===== src/sv/isort_pkg.sv =====
package isort_pkg;

  localparam int MAX_ELEMENTS = 16;
  localparam int IDX_W        = $clog2(MAX_ELEMENTS);
  localparam int CNT_W        = $clog2(MAX_ELEMENTS + 1);
  localparam int VALUE_W      = 32;
  localparam int ORIG_W       = 4;
  localparam int QUEUE_DEPTH  = 2;
  localparam int QPTR_W       = $clog2(QUEUE_DEPTH);
  localparam int QCNT_W       = $clog2(QUEUE_DEPTH + 1);

  typedef enum logic {
    OP_STORE,
    OP_DROP
  } cmd_op_t;

  typedef enum logic [1:0] {
    BK_IDLE,
    BK_SCAN,
    BK_SWAP,
    BK_EMIT
  } back_state_t;

  typedef struct packed {
    logic signed [VALUE_W-1:0] value;
    logic                      last;
  } item_t;

  typedef struct packed {
    logic [ORIG_W-1:0]         orig_index;
    logic signed [VALUE_W-1:0] sorted_value;
    logic                      final_res;
    logic                      overflow;
  } result_t;

  // One classified beat handed from the front end to the back end.
  typedef struct packed {
    cmd_op_t                   op;
    logic                      last;
    logic [IDX_W-1:0]          index;
    logic signed [VALUE_W-1:0] value;
    logic [CNT_W-1:0]          count;
    logic                      dropped;
  } cmd_t;

endpackage


===== src/sv/isort_front.sv =====
module isort_front (
  input  logic                clk,
  input  logic                rst,
  input  isort_pkg::item_t    item,
  input  logic                item_valid,
  output logic                item_ready,
  output isort_pkg::cmd_t     cmd,
  output logic                cmd_push,
  input  logic                queue_full
);
  import isort_pkg::*;

  logic [CNT_W-1:0] element_count;
  logic             dropped_flag;
  logic             set_full;
  logic [CNT_W-1:0] count_next;
  logic             dropped_next;

  assign item_ready   = !queue_full;
  assign cmd_push     = item_valid && item_ready;
  assign set_full     = (element_count == CNT_W'(MAX_ELEMENTS));
  assign count_next   = set_full ? element_count : element_count + CNT_W'(1);
  assign dropped_next = dropped_flag | set_full;

  always_comb begin
    cmd.op      = set_full ? OP_DROP : OP_STORE;
    cmd.last    = item.last;
    cmd.index   = element_count[IDX_W-1:0];
    cmd.value   = item.value;
    cmd.count   = count_next;
    cmd.dropped = dropped_next;
  end

  // Restart the set count after the closing beat.
  always_ff @(posedge clk) begin
    if (rst) begin
      element_count <= '0;
      dropped_flag  <= 1'b0;
    end else if (cmd_push) begin
      if (item.last) begin
        element_count <= '0;
        dropped_flag  <= 1'b0;
      end else begin
        element_count <= count_next;
        dropped_flag  <= dropped_next;
      end
    end
  end

endmodule


===== src/sv/isort_queue.sv =====
module isort_queue (
  input  logic             clk,
  input  logic             rst,
  input  isort_pkg::cmd_t  cmd_in,
  input  logic             push,
  output logic             full,
  output isort_pkg::cmd_t  cmd_out,
  output logic             not_empty,
  input  logic             pop
);
  import isort_pkg::*;

  cmd_t              slots [QUEUE_DEPTH];
  logic [QPTR_W-1:0] wr_ptr;
  logic [QPTR_W-1:0] rd_ptr;
  logic [QCNT_W-1:0] fill;

  assign full      = (fill == QCNT_W'(QUEUE_DEPTH));
  assign not_empty = (fill != '0);
  assign cmd_out   = slots[rd_ptr];

  always_ff @(posedge clk) begin
    if (push) begin
      slots[wr_ptr] <= cmd_in;
    end
  end

  always_ff @(posedge clk) begin
    if (rst) begin
      wr_ptr <= '0;
      rd_ptr <= '0;
      fill   <= '0;
    end else begin
      if (push) begin
        wr_ptr <= (wr_ptr == QPTR_W'(QUEUE_DEPTH - 1)) ? '0 : wr_ptr + QPTR_W'(1);
      end
      if (pop) begin
        rd_ptr <= (rd_ptr == QPTR_W'(QUEUE_DEPTH - 1)) ? '0 : rd_ptr + QPTR_W'(1);
      end
      if (push && !pop) begin
        fill <= fill + QCNT_W'(1);
      end else if (pop && !push) begin
        fill <= fill - QCNT_W'(1);
      end
    end
  end

endmodule


===== src/sv/isort_back.sv =====
module isort_back (
  input  logic               clk,
  input  logic               rst,
  input  isort_pkg::cmd_t    cmd,
  input  logic               cmd_valid,
  output logic               cmd_pop,
  output isort_pkg::result_t result,
  output logic               result_valid,
  input  logic               result_ready
);
  import isort_pkg::*;

  logic signed [VALUE_W-1:0] value_store [MAX_ELEMENTS];
  logic [IDX_W-1:0]          perm_store  [MAX_ELEMENTS];

  back_state_t               state;
  back_state_t               state_next;
  logic [CNT_W-1:0]          n_elems;
  logic [CNT_W-1:0]          pass_idx;
  logic [CNT_W-1:0]          scan_idx;
  logic [IDX_W-1:0]          best_pos;
  logic [IDX_W-1:0]          best_perm;
  logic [IDX_W-1:0]          head_perm;
  logic signed [VALUE_W-1:0] best_key;
  logic                      set_overflow;

  logic [IDX_W-1:0]          scan_perm;
  logic signed [VALUE_W-1:0] scan_key;
  logic                      scan_end;
  logic                      scan_head;
  logic [CNT_W-1:0]          pass_inc;
  logic                      out_free;
  logic                      emit_fire;
  logic                      start_sort;

  // One read path: permutation entry, then its value.
  assign scan_perm = perm_store[scan_idx[IDX_W-1:0]];
  assign scan_key  = value_store[scan_perm];
  assign scan_end  = (scan_idx == n_elems - CNT_W'(1));
  assign scan_head = (scan_idx == pass_idx);
  assign pass_inc  = pass_idx + CNT_W'(1);
  assign out_free  = !result_valid || result_ready;

  always_comb begin
    state_next = state;
    unique case (state)
      BK_IDLE: begin
        if (cmd_valid && cmd.last) state_next = BK_SCAN;
      end
      BK_SCAN: begin
        if (scan_end) state_next = BK_SWAP;
      end
      BK_SWAP: begin
        state_next = (pass_inc == n_elems) ? BK_EMIT : BK_SCAN;
      end
      BK_EMIT: begin
        if (out_free && scan_end) state_next = BK_IDLE;
      end
      default: state_next = BK_IDLE;
    endcase
  end

  always_comb begin
    cmd_pop   = 1'b0;
    emit_fire = 1'b0;
    unique case (state)
      BK_IDLE: cmd_pop   = cmd_valid;
      BK_EMIT: emit_fire = out_free;
      default: begin
        cmd_pop   = 1'b0;
        emit_fire = 1'b0;
      end
    endcase
  end

  assign start_sort = cmd_pop && cmd.last;

  always_ff @(posedge clk) begin
    if (rst) begin
      state        <= BK_IDLE;
      result_valid <= 1'b0;
    end else begin
      state <= state_next;
      if (emit_fire) begin
        result_valid <= 1'b1;
      end else if (result_ready) begin
        result_valid <= 1'b0;
      end
    end
  end

  always_ff @(posedge clk) begin
    if (cmd_pop && cmd.op == OP_STORE) begin
      value_store[cmd.index] <= cmd.value;
    end
  end

  // Seed the identity permutation, then swap the pass minimum into place.
  always_ff @(posedge clk) begin
    if (start_sort) begin
      for (int x = 0; x < MAX_ELEMENTS; x++) begin
        perm_store[x] <= IDX_W'(x);
      end
    end else if (state == BK_SWAP) begin
      if (best_pos != pass_idx[IDX_W-1:0]) begin
        perm_store[best_pos] <= head_perm;
      end
      perm_store[pass_idx[IDX_W-1:0]] <= best_perm;
    end
  end

  always_ff @(posedge clk) begin
    if (start_sort) begin
      n_elems      <= cmd.count;
      set_overflow <= cmd.dropped;
      pass_idx     <= '0;
      scan_idx     <= '0;
    end else begin
      unique case (state)
        BK_SCAN: begin
          // Keep the first strict minimum only.
          if (scan_head || scan_key < best_key) begin
            best_pos  <= scan_idx[IDX_W-1:0];
            best_key  <= scan_key;
            best_perm <= scan_perm;
          end
          if (scan_head) begin
            head_perm <= scan_perm;
          end
          scan_idx <= scan_idx + CNT_W'(1);
        end
        BK_SWAP: begin
          pass_idx <= pass_inc;
          scan_idx <= (pass_inc == n_elems) ? '0 : pass_inc;
        end
        BK_EMIT: begin
          if (emit_fire) begin
            result.orig_index   <= ORIG_W'(scan_perm);
            result.sorted_value <= scan_key;
            result.final_res    <= scan_end;
            result.overflow     <= set_overflow;
            scan_idx            <= scan_idx + CNT_W'(1);
          end
        end
        default: begin
          pass_idx <= pass_idx;
        end
      endcase
    end
  end

endmodule


===== src/sv/index_selection_sort_core.sv =====
// Index selection sort core. Signed 32-bit values arrive one beat at a time
// and are stored with their arrival index; the beat marked last closes the
// set and starts a selection sort over an index permutation (identity at the
// start). Each pass keeps the first strict minimum of the remaining entries
// and swaps it into place, so equal values come out in that exact, unstable
// order. One result beat per stored element follows, lowest value first,
// carrying the original index, the value, final_res on the highest position
// and overflow on every beat of a set that lost elements. Up to MAX_ELEMENTS
// (16) elements are held; beats beyond that are dropped and flagged, and a
// dropped beat marked last still closes the set.
// Timing: the front end takes one beat per cycle as long as its two-entry
// command queue has room, so up to two beats of the next set wait there while
// the back end works. The back end handles one queued beat per cycle while
// idle and takes no new beat until the last result of a set is out. It sorts
// with a single comparator scanning one entry per cycle, then drains one
// result beat at a time, holding each while the consumer stalls.
module index_selection_sort_core (
  input  logic               clk,
  input  logic               rst,
  input  isort_pkg::item_t   item,
  input  logic               item_valid,
  output logic               item_ready,
  output isort_pkg::result_t result,
  output logic               result_valid,
  input  logic               result_ready
);
  import isort_pkg::*;

  cmd_t front_cmd;
  cmd_t back_cmd;
  logic cmd_push;
  logic cmd_pop;
  logic queue_full;
  logic queue_not_empty;

  // Classify each beat as store or drop and stamp the running set count.
  isort_front u_front (
    .clk        (clk),
    .rst        (rst),
    .item       (item),
    .item_valid (item_valid),
    .item_ready (item_ready),
    .cmd        (front_cmd),
    .cmd_push   (cmd_push),
    .queue_full (queue_full)
  );

  // Decouple intake from the sort so each side stalls on its own.
  isort_queue u_queue (
    .clk       (clk),
    .rst       (rst),
    .cmd_in    (front_cmd),
    .push      (cmd_push),
    .full      (queue_full),
    .cmd_out   (back_cmd),
    .not_empty (queue_not_empty),
    .pop       (cmd_pop)
  );

  // Store values, sort on the closing beat, drain through the output register.
  isort_back u_back (
    .clk          (clk),
    .rst          (rst),
    .cmd          (back_cmd),
    .cmd_valid    (queue_not_empty),
    .cmd_pop      (cmd_pop),
    .result       (result),
    .result_valid (result_valid),
    .result_ready (result_ready)
  );

endmodule

===== config.mk =====
export PLATFORM = sky130hd
export DESIGN_NAME = index_selection_sort_core
export DESIGN_NICKNAME = d
export VERILOG_FILES = /design/src/sv/isort_pkg.sv /design/src/sv/isort_front.sv /design/src/sv/isort_queue.sv /design/src/sv/isort_back.sv /design/src/sv/index_selection_sort_core.sv
export SDC_FILE = /design/constraint.sdc
export NUM_CORES = 1
export LEC_CHECK = 0
export BUFFER_PORTS_ARGS = -buffer_cell sky130_fd_sc_hd__buf_2
export CAP_MARGIN = 10
export CORE_ASPECT_RATIO = 0.8
export CORE_MARGIN = 2
export CORE_UTILIZATION = 40
export DETAILED_ROUTE_END_ITERATION = 10
export GPL_TIMING_DRIVEN = 0
export PLACE_DENSITY_LB_ADDON = 0.2
export SYNTH_ARGS = -nofsm -noshare
export SYNTH_HDL_FRONTEND = slang
export SYNTH_HIERARCHICAL = 1
export SYNTH_SLANG_ARGS = --single-unit

===== constraint.sdc =====
create_clock -name clk -period 12.3 [get_ports clk]
set_clock_uncertainty 0.1 [all_clocks]
set_input_delay 2.46 -clock clk [delete_from_list [all_inputs] [get_ports clk]]
set_output_delay 2.46 -clock clk [all_outputs]
set_load 0.1 [all_outputs]

Word level (Yosys, flattened, before mapping)
Memories as Yosys holds them, arrays and structs flattened. A register that Yosys moved wholly into a read port is not among the register bits.
Index checks and enable logic that the tools add are counted.
{"block": "totals", "out_inout_bits": 40, "regBits": 111, "n_memories": 3, "ram_bits": 664, "latch_bits": 0, "in_bits": 37, "rom_bits": 0, "word_cells": 115}
{"block": "classes", "n_mul": 0, "muxes": 43, "n_bitwise": 3, "n_div": 0, "n_shift": 0, "n_reduce_logical": 25, "eq_ne": 13, "magnitude_cmp": 1, "n_addsub": 8}
{"memory": "u_back.value_store", "words": 16, "width": 32, "rd": 1, "rd_ports_with_merged_regs": 0, "wr": 1, "line_no": "isort_back.sv:13", "rtl": "logic signed [VALUE_W-1:0] value_store [MAX_ELEMENTS];"}
{"memory": "u_queue.slots", "words": 2, "width": 44, "rd": 1, "rd_ports_with_merged_regs": 1, "wr": 1, "line_no": "isort_queue.sv:13", "rtl": "cmd_t slots [QUEUE_DEPTH];"}
{"memory": "u_back.perm_store", "words": 16, "width": 4, "rd": 1, "rd_ports_with_merged_regs": 1, "wr": 16, "line_no": "isort_back.sv:14", "rtl": "logic [IDX_W-1:0] perm_store [MAX_ELEMENTS];"}
{"operator": "< comparator 32 bit", "n": 1}
{"operator": "two-way mux 1 bit", "n": 25}
{"operator": "two-way mux 4 bit", "n": 6}
{"operator": "two-way mux 5 bit", "n": 4}
{"operator": "adder 5 x 1 -> 5 bit (second input constant)", "n": 3}
{"operator": "== test 5 bit", "n": 3}
{"operator": "case mux 5 bit (3 select lines)", "n": 1}
{"operator": "two-way mux 2 bit", "n": 6}
{"operator": "AND reduction 3 bit", "n": 4}
{"operator": "inequality test 2 x 1 -> 1 bit (second input constant)", "n": 4}
{"operator": "case mux 2 bit (4 select lines)", "n": 1}
{"operator": "OR reduction 4 bit", "n": 2}
{"operator": "logical AND 1 bit", "n": 7}
{"operator": "== test 2 bit (second input constant)", "n": 3}
{"operator": "nonzero test 2 bit", "n": 3}
{"operator": "== test 5 bit (second input constant)", "n": 1}
{"operator": "subtractor 5 x 1 -> 5 bit (second input constant)", "n": 1}
{"operator": "zero test 1 bit", "n": 4}
{"operator": "inequality test 4 bit", "n": 1}
{"operator": "nonzero test 3 bit", "n": 1}
{"operator": "adder 1 bit (second input constant)", "n": 2}
{"operator": "adder 2 x 1 -> 2 bit (second input constant)", "n": 1}
{"operator": "== test 2 x 1 -> 1 bit (second input constant)", "n": 1}
{"operator": "zero test 2 bit", "n": 1}
{"operator": "5 further kinds", "n": 7}

Longest topological paths before layout
{"block": "depth", "depth_word": 7, "mapped_depth": 19, "ltp_nobuf": 16}

Hierarchy
The synthesis kept the hierarchy.
{"mod": "isort_back", "n_inst": 1, "area_per_inst_um2": 28636.2, "seq_area_each_um2": 20279.4, "cells_per_inst": 1856}
{"mod": "isort_queue", "n_inst": 1, "area_per_inst_um2": 3398.3, "seq_area_each_um2": 2742.6, "cells_per_inst": 159}
{"mod": "isort_front", "n_inst": 1, "area_per_inst_um2": 675.6, "seq_area_each_um2": 120.1, "cells_per_inst": 87}

Worst setup path before layout
OpenSTA, ideal clock, no wires.
{"block": "synth_path", "kind": "register -> register", "startpoint": "register with a tool-made name", "endpoint": "register u_back.best_key[0], enable pin", "stages_incl_launch_ff": 20, "t_arrival_ns": 6.033, "setup_time_ns": 0.455, "path_slack_ns": 5.712, "n_path_buf": 4, "path_cell_list": "dfxtp_1 -> buf_6 -> mux4_2 -> mux4_2 -> buf_6 -> buf_6 -> buf_6 -> a211oi_2 -> a211oi_1 -> a311oi_1 -> a21oi_1 -> ha_1 -> a21o_1 -> a21o_1 -> a211oi_1 -> o21ai_0 -> a21oi_1 -> o2111ai_1 -> nand3_1 -> mux2i_1"}
{"item": "end signal: assignment", "line_no": "isort_back.sv:124", "rtl": "best_key <= scan_key;"}
{"item": "end: declaration", "line_no": "isort_back.sv:24", "rtl": "logic signed [VALUE_W-1:0] best_key;"}

==> reports/results.txt <==
Mux cell area share after synthesis -> 8.932%
HP Class -> register to register
Port bufs -> 43
Share of layout cells above drive strength 1 -> 17.34%
CP Data Required Time -> 12.52 ns
Total track usage -> 19.88%
Main flop type after synthesis -> edfxtp_1
Synth Warn # -> 6
Final setup viols -> 0
Via count -> 18590
Post-DP Area -> 34950 sq um
Lkg Pwr -> 0.01278 uW
Slew Viols, Final -> 0
H-tree depth -> 3
Post-synth top area share -> 69.04%
Post-CTS sizing -> 0
DR WL/cell -> 24.53 um
Routed Antenna Nets -> 0
Synth-to-layout area growth -> 14.48%
Reg clk slew, reported paths -> 0.06 ns
Initial Util -> 40.51%
Routability cong. -> 0.8973
Synth Cell Area -> 32710 sq um
Worst reg-to-reg path cell count -> 20
Antenna violations before repair -> 9
Worst Hold End -> u_back/result[0]$_DFFE_PP_
Slew margin rel. -> 0.5946%
Clk_lat worst skew -> 0.63 ns
Die area -> 84090 sq um
Vias in the first global route -> 18350
CP endpoint kind -> register
1st-pass router iterations -> 6
Post-DP HPWL -> 57.88 mm
Clk buf depth -> 3
Setup crit start kind -> register
Pin count of the biggest net entering global routing -> 33
Ys async rst share -> 0%
Rows -> 93
Inserted Clock Buffers -> 83
Number of distinct library cells after synthesis -> 61
Largest family of logic cells by synthesized area -> multiplexers
Vias/cell -> 5.447
Post-cts hold buffer count -> 0
Initial DRC count -> 1743
Root buf cell -> clkbuf_16
Fin crit period -> 7.292 ns
P per Cell Area -> 283.3 nW/um^2
Achievable Freq -> 0.1371 GHz
EDFF count, synth -> 752
RSZ-0062 raised after global routing -> no
Synth area leader -> edfxtp_1
Tcrit/Tclk final -> 59.28%
Hold Path Depth -> 0
Final WL -> 83.71 mm
Worst VDD drop -> 0.2053 mV
Fill cell count -> 7011
Kind of critical path -> register to register
XOR/XNOR share of the synthesized area -> 0.8568%
Synth top area cells -> edfxtp_1, mux2i_1, a211oi_1
Max-Cap Viols -> 1
Post-CTS Setup Inserts -> 0
Util after Layout -> 46.37%
Clock sink count -> 780
CP Max Fanout -> 25
Internal reg-to-reg setup slack -> 5.01 ns
Fin nets -> 2338
Ports -> 77
Endpoints failing hold -> 0
DRC -> 0
Height of the die -> 259.8 um
Register area share after synthesis -> 70.75%
Simple-Gate Fraction of Synth Area -> 6.055%
Synthesized flop and latch total -> 780
DIE WIDTH -> 323.7 um
Gate Count Post-Synth -> 2102
Status -> finished with violations
Crit path DAT -> 7.51 ns
Violated checks -> capacitance limit
CTS tree -> done
Synth Area in Adders -> 1.530%
Placeable core area -> 80760 sq um
Syn_area_per_cell -> 15.56 sq um
Grt ovf -> 0
Wire length of the first global-routing pass -> 121.3 mm
Min-delay src -> u_back/set_overflow$_DFFE_PP_
Syn_nets -> 2179
Compound-Gate Fraction of Synth Area -> 8.297%
Capturing point of the worst reg2reg path -> u_back/best_key[6]$_DFFE_PP_
Fin Setup TNS -> 0 ns
Worst-Margin Slew -> 1.471 ns
Final instance area -> 37450 sq um
## cell type report
class,instances,area (sq um),share of cell area (%)
antenna,2,5.005,0.01337
buffer,158,974.7,2.603
clock buffer,106,2206,5.891
clock inverter,36,289.0,0.7719
inverter,52,196.4,0.5246
multi-input combinational,1112,8536,22.79
sequential,780,23140,61.80
tap,1092,1366,3.649
timing repair buffer,74,730.7,1.951
## worst max path at each step
stage,cells past startpoint,to,slack [ns],start
4_1_cts,20,u_back/best_key[21]$_DFFE_PP_,4.97,register
5_1_grt,20,u_back/best_key[17]$_DFFE_PP_,4.52,register
2_1_floorplan,19,u_back/best_key[0]$_DFFE_PP_,5.71,register
6_report,20,u_back/best_key[6]$_DFFE_PP_,5.01,register
3_5_place_dp,20,u_back/best_key[17]$_DFFE_PP_,5.01,register
3_3_place_gp,19,u_back/best_pos[0]$_DFFE_PP_,2.79,register
## state kept, by name, indices dropped and copies added (netlist names), 4 cells and up, named ones only
name and count:
u_back/value_store 512, u_back/head_perm 4, u_back/best_pos 4, u_back/result 38
u_back/perm_store 64, u_back/n_elems 5, u_back/best_key 32, u_back/scan_idx 5
u_queue/slots 88, u_back/best_perm 4, u_front/element_count 5, u_back/pass_idx 5
## cells by family after synthesis
kind of cell               Yosys count
muxes                              261
xor gates and xnor gates            32
and+or+nand+nor                    416
adders and majority gates           40
buffers and inverters              210
AOI/OAI and AO/OA                  363
DFF                                780
## worst max-delay path, cell delays in order (launching register included)
cell and delay, ns:
dfxtp_1 0.58, buf_2 0.43, mux4_2 0.42, mux4_2 0.49, buf_6 0.18, buf_6 0.16, clkinv_2 0.18, clkbuf_1 0.69
nand2_1 0.12, a31oi_1 0.27, a21oi_1 0.34, ha_1 0.46, nand2_1 0.07, nor3_1 0.46, nand3_1 0.21, o41ai_1 0.28
a21oi_1 0.16, o41ai_1 0.15, nand3_1 0.26, mux2i_4 0.69, buf_16 0.26
## synth_stat cells, types with 28 or more instances
cell      instances
ha_1             40
buf_4            40
nor2_1           59
a211oi_1         99
inv_1            49
nor2b_1          71
a311oi_1         31
nand2_1         184
edfxtp_1        752
a21oi_1          54
mux2i_1         197
dfxtp_1          28
clkbuf_1         53
buf_2            35
mux2_2           44
a31oi_1          35
a211oi_2         31
## routing by layer
| metal | wire length (um) | GRT usage (%) | vias up |
|---|---|---|---|
| met4 | 1705 | 4.874 | 0 |
| met5 | 0 | 0 | - |
| met1 | 37670 | 29.47 | 9275 |
| met3 | 7829 | 4.618 | 122 |
| li1 | - | - | 8421 |
| met2 | 36510 | 29.54 | 768 |
## power breakdown
group	total (uW)	switching, uW	internal [uW]
Clock	2340	992	1340
Combinational	4600	3180	1410
Sequential	3670	108	3560
Total	10600	4280	6320
## metrics by stage
stage          hold slack, ns  cells  setup WS [ns]  total power [uW]
5_1_grt                0.3520   3410          4.525             11150
6_report               0.3344   3412          5.008             10610
4_1_cts                0.3362   3410          4.967             10650
3_5_place_dp           0.3214   3268          5.009              8293
2_1_floorplan          0.3003   2102          5.712              6514
3_3_place_gp           0.3196   3237          2.794              8178
## placed cells by master (no fill, tap or decap), types with 8 or more instances in the layout
cell type,n
ha_1,40
clkinv_1,14
nor3_1,12
a31oi_1,35
mux2_2,44
xor2_1,8
nor2_4,13
o22ai_1,14
or3_1,8
a21oi_1,54
clkbuf_1,74
nand3_1,19
nor2_1,46
mux2i_1,196
mux4_2,18
a22oi_1,13
a311oi_1,31
buf_6,35
o21ai_0,24
dfxtp_1,28
nor2b_1,70
clkinv_2,13
buf_2,78
edfxtp_1,752
xnor2_1,24
clkbuf_16,85
o22a_1,18
nand2_1,184
a21o_1,8
a211oi_1,99
and2_1,11
buf_12,12
a211oi_2,31
a22o_1,14
buf_4,43
inv_1,49
nand2b_1,14
Note: power is estimated with default switching activity, not from simulation.
